[config.mk]
export PLATFORM = sky130hd
export DESIGN_NAME = utf8_to_utf16_decoder_top_flat
export DESIGN_NICKNAME = d
export VERILOG_FILES = /design/src/rtl/u8u16_pkg.sv /design/src/rtl/u8u16_in_if.sv /design/src/rtl/u8u16_out_if.sv /design/src/rtl/utf8_to_utf16_decoder_top.sv /design/src/flat_wrapper.sv
export SDC_FILE = /design/constraint.sdc
export NUM_CORES = 1
export LEC_CHECK = 0
export BUFFER_PORTS_ARGS = -buffer_cell sky130_fd_sc_hd__buf_2
export CAP_MARGIN = 0
export CORE_ASPECT_RATIO = 1.5
export CORE_MARGIN = 2
export CORE_UTILIZATION = 56
export DETAILED_ROUTE_END_ITERATION = 8
export PLACE_DENSITY = 0.75
export SLEW_MARGIN = 20
export SYNTH_ARGS = -nofsm -noshare
export SYNTH_HDL_FRONTEND = slang
export SYNTH_SLANG_ARGS = --single-unit
[constraint.sdc]
create_clock -name clk -period 5.6 [get_ports clk]
set_clock_uncertainty 0.15 [all_clocks]
set_input_delay 0.28 -clock clk [delete_from_list [all_inputs] [get_ports clk]]
set_output_delay 0.28 -clock clk [all_outputs]
set_load 0.05 [all_outputs]
[src/rtl/u8u16_pkg.sv]
// ----------------------------------------------------------------------------
// u8u16_pkg
// Shared types and constants for the UTF-8 to UTF-16 decoder.
// ----------------------------------------------------------------------------
package u8u16_pkg;

    typedef enum logic [1:0] {
        KIND_UNIT   = 2'd0,
        KIND_OK     = 2'd1,
        KIND_FAILED = 2'd2
    } kind_t;

    typedef struct packed {
        logic [15:0] code_unit;
        kind_t       result_kind;
        logic        last_of_run;
    } result_t;

    localparam int unsigned MAX_RESULTS = 3;
    localparam int unsigned CNT_W       = 2;

    localparam logic [20:0] MIN_TWO_BYTE   = 21'h00080;
    localparam logic [20:0] MIN_THREE_BYTE = 21'h00800;
    localparam logic [20:0] MIN_FOUR_BYTE  = 21'h10000;
    localparam logic [20:0] SURR_LOW       = 21'd55296;
    localparam logic [20:0] SURR_HIGH      = 21'd57343;
    localparam logic [20:0] MAX_CODE_POINT = 21'd1114111;
    localparam logic [15:0] HIGH_SURR_BASE = 16'hD800;
    localparam logic [15:0] LOW_SURR_BASE  = 16'hDC00;

endpackage

[src/rtl/u8u16_in_if.sv]
// ----------------------------------------------------------------------------
// u8u16_in_if
// Byte channel into the decoder: one UTF-8 byte and string framing.
// ----------------------------------------------------------------------------
interface u8u16_in_if;
    logic       valid;
    logic       ready;
    logic [7:0] data_byte;
    logic       byte_present;
    logic       end_of_string;

    modport source (output valid, data_byte, byte_present, end_of_string, input ready);
    modport sink   (input valid, data_byte, byte_present, end_of_string, output ready);
endinterface

[src/rtl/u8u16_out_if.sv]
// ----------------------------------------------------------------------------
// u8u16_out_if
// Result channel out of the decoder: code units and string status.
// ----------------------------------------------------------------------------
interface u8u16_out_if;
    logic        valid;
    logic        ready;
    logic [15:0] code_unit;
    logic [1:0]  result_kind;
    logic        last_of_run;

    modport source (output valid, code_unit, result_kind, last_of_run, input ready);
    modport sink   (input valid, code_unit, result_kind, last_of_run, output ready);
endinterface

[src/rtl/utf8_to_utf16_decoder_top.sv]
// ----------------------------------------------------------------------------
// utf8_to_utf16_decoder_top
// Decodes a framed UTF-8 byte stream into UTF-16 code units and one status
// result per string.
// ----------------------------------------------------------------------------
// An input byte is decoded in the cycle it transfers and its results (none,
// one or two code units, plus the status when it closes the string) are
// loaded into a three-entry result buffer that drains one result per cycle
// while the output is ready. A byte that causes at most one result is taken
// every cycle while the output is ready; a byte with more results holds the
// input, since the next transfer is taken only when the buffer is empty or its
// last entry leaves in the same cycle. First result appears the cycle after.
// ----------------------------------------------------------------------------
module utf8_to_utf16_decoder_top (
    input  logic        clk,
    input  logic        rst_n,
    u8u16_in_if.sink    byte_in,
    u8u16_out_if.source unit_out
);
    import u8u16_pkg::*;

    logic [1:0]  exp_reg, exp_next;
    logic [1:0]  len_reg, len_next;
    logic [20:0] acc_reg, acc_next;
    logic        failed_reg, failed_next;

    result_t           buf_reg [MAX_RESULTS];
    result_t           buf_next [MAX_RESULTS];
    result_t           res_new [MAX_RESULTS];
    logic [CNT_W-1:0]  cnt_reg, cnt_next;
    logic [CNT_W-1:0]  n_new;

    logic        in_xfer;
    logic        out_xfer;
    logic [7:0]  b;
    logic [20:0] acc_shift;
    logic [20:0] v_off;
    logic [1:0]  exp_dec;
    logic        good;
    logic        fail;

    assign out_xfer       = unit_out.valid && unit_out.ready;
    assign byte_in.ready  = (cnt_reg == '0) || ((cnt_reg == CNT_W'(1)) && unit_out.ready);
    assign in_xfer        = byte_in.valid && byte_in.ready;

    assign unit_out.valid       = (cnt_reg != '0);
    assign unit_out.code_unit   = buf_reg[0].code_unit;
    assign unit_out.result_kind = buf_reg[0].result_kind;
    assign unit_out.last_of_run = buf_reg[0].last_of_run;

    assign b         = byte_in.data_byte;
    assign acc_shift = {acc_reg[14:0], b[5:0]};
    assign v_off     = acc_shift - MIN_FOUR_BYTE;
    assign exp_dec   = exp_reg - 2'd1;

    always_comb
    begin
        exp_next    = exp_reg;
        len_next    = len_reg;
        acc_next    = acc_reg;
        failed_next = failed_reg;
        n_new       = '0;
        fail        = 1'b0;
        good        = 1'b0;
        for (int i = 0; i < MAX_RESULTS; i++)
        begin
            res_new[i] = '{code_unit: 16'h0, result_kind: KIND_UNIT, last_of_run: 1'b0};
        end

        if (byte_in.byte_present && !failed_reg)
        begin
            if (exp_reg == 2'd0)
            begin
                if (b[7] == 1'b0)
                begin
                    res_new[0].code_unit = {8'h00, b};
                    n_new = CNT_W'(1);
                end
                else if (b[7:5] == 3'b110)
                begin
                    acc_next = {16'h0, b[4:0]};
                    len_next = 2'd1;
                    exp_next = 2'd1;
                end
                else if (b[7:4] == 4'b1110)
                begin
                    acc_next = {17'h0, b[3:0]};
                    len_next = 2'd2;
                    exp_next = 2'd2;
                end
                else if (b[7:3] == 5'b11110)
                begin
                    acc_next = {18'h0, b[2:0]};
                    len_next = 2'd3;
                    exp_next = 2'd3;
                end
                else
                begin
                    fail = 1'b1;
                end
            end
            else if (b[7:6] != 2'b10)
            begin
                fail = 1'b1;
            end
            else if (exp_dec != 2'd0)
            begin
                acc_next = acc_shift;
                exp_next = exp_dec;
            end
            else
            begin
                unique case (len_reg)
                    2'd1:    good = (acc_shift >= MIN_TWO_BYTE);
                    2'd2:    good = (acc_shift >= MIN_THREE_BYTE)
                                    && ((acc_shift < SURR_LOW) || (acc_shift > SURR_HIGH));
                    default: good = (acc_shift >= MIN_FOUR_BYTE)
                                    && (acc_shift <= MAX_CODE_POINT);
                endcase
                exp_next = 2'd0;
                len_next = 2'd0;
                acc_next = '0;
                if (!good)
                begin
                    fail = 1'b1;
                end
                else if (acc_shift < MIN_FOUR_BYTE)
                begin
                    res_new[0].code_unit = acc_shift[15:0];
                    n_new = CNT_W'(1);
                end
                else
                begin
                    res_new[0].code_unit = HIGH_SURR_BASE | {6'h0, v_off[19:10]};
                    res_new[1].code_unit = LOW_SURR_BASE | {6'h0, v_off[9:0]};
                    n_new = CNT_W'(2);
                end
            end
        end

        if (fail)
        begin
            failed_next = 1'b1;
            exp_next    = 2'd0;
            len_next    = 2'd0;
            acc_next    = '0;
        end

        if (byte_in.end_of_string)
        begin
            res_new[n_new].result_kind = (failed_next || (exp_next != 2'd0))
                                         ? KIND_FAILED : KIND_OK;
            n_new       = n_new + CNT_W'(1);
            exp_next    = 2'd0;
            len_next    = 2'd0;
            acc_next    = '0;
            failed_next = 1'b0;
        end

        if (n_new != '0)
        begin
            res_new[n_new - CNT_W'(1)].last_of_run = 1'b1;
        end
    end

    always_comb
    begin
        cnt_next = cnt_reg;
        for (int i = 0; i < MAX_RESULTS; i++)
        begin
            buf_next[i] = buf_reg[i];
        end
        if (out_xfer)
        begin
            buf_next[0] = buf_reg[1];
            buf_next[1] = buf_reg[2];
            cnt_next    = cnt_reg - CNT_W'(1);
        end
        if (in_xfer)
        begin
            for (int i = 0; i < MAX_RESULTS; i++)
            begin
                buf_next[i] = res_new[i];
            end
            cnt_next = n_new;
        end
    end

    always_ff @(posedge clk or negedge rst_n)
    begin
        if (!rst_n)
        begin
            exp_reg    <= '0;
            len_reg    <= '0;
            acc_reg    <= '0;
            failed_reg <= 1'b0;
            cnt_reg    <= '0;
        end
        else
        begin
            if (in_xfer)
            begin
                exp_reg    <= exp_next;
                len_reg    <= len_next;
                acc_reg    <= acc_next;
                failed_reg <= failed_next;
            end
            cnt_reg <= cnt_next;
        end
    end

    always_ff @(posedge clk)
    begin
        for (int i = 0; i < MAX_RESULTS; i++)
        begin
            buf_reg[i] <= buf_next[i];
        end
    end

endmodule

[src/flat_wrapper.sv]
// flat-port wrapper written by rule: the top's interface ports become plain ports
module utf8_to_utf16_decoder_top_flat import u8u16_pkg::*;
  (clk, rst_n, byte_in_valid, byte_in_data_byte, byte_in_byte_present, byte_in_end_of_string, byte_in_ready, unit_out_valid, unit_out_code_unit, unit_out_result_kind, unit_out_last_of_run, unit_out_ready);
  u8u16_in_if byte_in_i ();
  u8u16_out_if unit_out_i ();
  input  logic clk;
  input  logic rst_n;
  input wire logic [$bits(byte_in_i.valid)-1:0] byte_in_valid;
  input wire logic [$bits(byte_in_i.data_byte)-1:0] byte_in_data_byte;
  input wire logic [$bits(byte_in_i.byte_present)-1:0] byte_in_byte_present;
  input wire logic [$bits(byte_in_i.end_of_string)-1:0] byte_in_end_of_string;
  output wire logic [$bits(byte_in_i.ready)-1:0] byte_in_ready;
  output wire logic [$bits(unit_out_i.valid)-1:0] unit_out_valid;
  output wire logic [$bits(unit_out_i.code_unit)-1:0] unit_out_code_unit;
  output wire logic [$bits(unit_out_i.result_kind)-1:0] unit_out_result_kind;
  output wire logic [$bits(unit_out_i.last_of_run)-1:0] unit_out_last_of_run;
  input wire logic [$bits(unit_out_i.ready)-1:0] unit_out_ready;
  assign byte_in_i.valid = byte_in_valid;
  assign byte_in_i.data_byte = byte_in_data_byte;
  assign byte_in_i.byte_present = byte_in_byte_present;
  assign byte_in_i.end_of_string = byte_in_end_of_string;
  assign byte_in_ready = byte_in_i.ready;
  assign unit_out_valid = unit_out_i.valid;
  assign unit_out_code_unit = unit_out_i.code_unit;
  assign unit_out_result_kind = unit_out_i.result_kind;
  assign unit_out_last_of_run = unit_out_i.last_of_run;
  assign unit_out_i.ready = unit_out_ready;
  utf8_to_utf16_decoder_top u_core (.clk(clk), .rst_n(rst_n), .byte_in(byte_in_i), .unit_out(unit_out_i));
endmodule
==> impl_metrics.toml <==
[sta]
period_share_pct = 74.4
drv_slew = 0
setup_tns_ns = 0
rsz0062_at_grt = "false"
finalHoldViolations = 0
period_minus_slack_ns = 4.17
slew_headroom_pct = 40.1
fin_ws_ns = 1.43
finalSetupViolations = 0
tightestPinTransition_ns = 0.891
max_freq_mhz = 240

[synth]
synthArstFlopShare_pct = 37.9
synthesis.area_um2 = 3440
yosysWarnings = 0
ys_seq_elements = 58
synth_flop_cell = "edfxtp_1"
synth_cells = 335
syn_nets = 360
seq_area_frac_synth_pct = 47.5
avgSynthCellArea_um2 = 10.3
synth_edf_count = 36
synth_cell_types = 62

[placement]
place_inst = 409
dpl_cell_area_um2 = 3510
dpl.hpwl_um = 5260
io_buffers = 34
place_ws_ns = 1.51
place_congestion = 0.938

[floorplanning]
dieWidth_um = 68.0
initial_core_util_pct = 56.9
io_pins = 35
fp.coreArea_um2 = 6040
die_h_um = 100
dieArea_um2 = 6790
num_rows = 35

[job]
max-cap-violations = 0

[grt]
grt_max_degree = 38
grt_pass1_vias = 2609
grt_pass1_wl_um = 12500
grt-ovfl-total = 0
grt_usage_pct = 24.4
antenna_found_initial = 0

[cts]
cts_sinks = 58
post_cts_buffers = 0
clk_latency_ns = 0.34
tritoncts = "done"
ctsHtreeMaxLevel = 3
cts_inserted_buffers = 9
clk_path_buf_depth = 2
clockRootBuffer = "clkbuf_8"
cts_hold_buf = 1
cts-resized-gates = 0
clk_pin_slew_ns = 0.07

[detailed_routing]
drt_iter0_drc = 310
drcViolationCount = 0
ant_nets = 0
routed_wl_um = 7560
wl_per_cell_um = 17.7
viasPerCell = 6.27
vias = 2669
drt-pass1-iter-count = 4

[cells_and_area]
final_cell_mix = "36 x edfxtp_1, 34 x buf_2, 32 x nand2_1"
diodes = 0
fin_area_um2 = 3760
finalNonFillerCells = 426
drive_above_1_share_pct = 18.2
final_common_cell = "edfxtp_1"
largest_reg_flops = 36
fill_cells = 484
nets = 372
fin_util_pct = 62.3
area_growth_pct = 9.54

[setup_path]
critPathCaptureType = "register"
crit_arrival_ns = 4.21
crit_type = "register to register"
worst-r2r-setup-slack_ns = 1.43
startpoint_type = "register"
crit_path_max_fanout = 15
required_ns = 5.65

[run_status]
status = "completed"

[pwr]
power_leakage_nw = 1.52
irDropWorstVdd_mv = 0.314
power-per-cell-area_nw_per_um2 = 558

[worst_hold_path]
hp-class = "input pin to register"
cell type report:
class / count / area (um2) / share of cell area, %
clock buffers: 9 / 124 / 3.29
clock inverters: 7 / 125 / 3.32
inverters: 16 / 60.1 / 1.60
multi-input cells: 223 / 1520 / 40.4
flip-flops and latches: 58 / 1630 / 43.3
well taps: 74 / 92.6 / 2.46
repair buffers: 39 / 210 / 5.58
kinds of logic (layout without fill, tap and decap cells):
kind of cell / Yosys count / after routing / share of synthesized area (%)
AOI/OAI and AO/OA: 94 / 94 / 21.0
and+or+nand+nor: 113 / 113 / 17.8
xor gates and xnor gates: 1 / 1 / 0.255
muxes: 4 / 4 / 1.20
DFF: 58 / 58 / 47.5
buffers and inverters: 54 / 71 / 8.26
adders and majority gates: 11 / 11 / 4.00
metrics by stage:
stage	hold slack (ns)	power (mW)
after floorplan	-0.166	1.45
after global placement	0.128	1.59
after detailed placement	0.132	1.61
after CTS	0.0801	2.10
after global routing	0.0980	2.22
final	0.0855	2.10
critical path, stage by stage, from the launching register on:
cell and delay, ns:
dfrtp_1 0.43, inv_1 0.10, ha_1 0.18, or4bb_1 0.52, or4_1 0.41, mux2i_1 0.21, o211ai_1 0.13, buf_4 0.23
a21oi_2 0.39, ha_1 0.34, or4b_2 0.68, a21o_1 0.18, nand3_1 0.07
power breakdown:
part | switching (mW) | internal, mW | leakage (nW)
Sequential | 0.0892 | 0.608 | 0.659
Clock | 0.186 | 0.299 | 0.124
Combinational | 0.641 | 0.278 | 0.740
Total | 0.916 | 1.19 | 1.52
worst paths after layout:
| path | cells after the start | endpoint | startpoint |
|---|---|---|---|
| setup / recovery | 12 | u_core.buf_reg[0][0]$_DFFE_PP_ | u_core.acc_reg[10]$_DFFE_PN0P_ |
| hold / removal | 2 | u_core.acc_reg[0]$_DFFE_PN0P_ | byte_in_data_byte[0] |
| setup reg to reg | 12 | u_core.buf_reg[0][0]$_DFFE_PP_ | u_core.acc_reg[10]$_DFFE_PN0P_ |
| hold reg to reg | 2 | u_core.buf_reg[0][12]$_DFFE_PP_ | u_core.buf_reg[0][31]$_SDFFCE_PP0P_ |
| max in group asynchronous | 2 | u_core.acc_reg[11]$_DFFE_PN0P_ | rst_n |
| min in group asynchronous | 2 | u_core.cnt_reg[1]$_DFFE_PN0P_ | rst_n |
Yosys cell counts (all sizes together), types with 5 or more instances:
cell type | n | area, um2
nor4 | 5 | 43.8
a21oi | 9 | 48.8
ha | 11 | 138
nor3 | 11 | 55.1
nor2 | 16 | 60.1
a32oi | 6 | 52.6
dfrtp | 22 | 551
nand2b | 5 | 38.8
inv | 15 | 56.3
edfxtp | 36 | 1080
o21ai | 19 | 95.1
nand3 | 10 | 50.1
o211ai | 6 | 45.0
clkbuf | 17 | 65.1
nand2 | 32 | 120
a22o | 13 | 114
o31ai | 7 | 52.6
and2 | 13 | 81.3
buf | 21 | 159
layer usage:
layer  part of all wire (%)  up-vias  GRT usage [%]
met5                      0        -              0
met4                    2.2        0           11.7
met3                    6.4       19           5.27
met2                     51      116           38.4
met1                     41     1268           31.5
li1                       -     1266              -
Power figures use the tool's default switching activity.
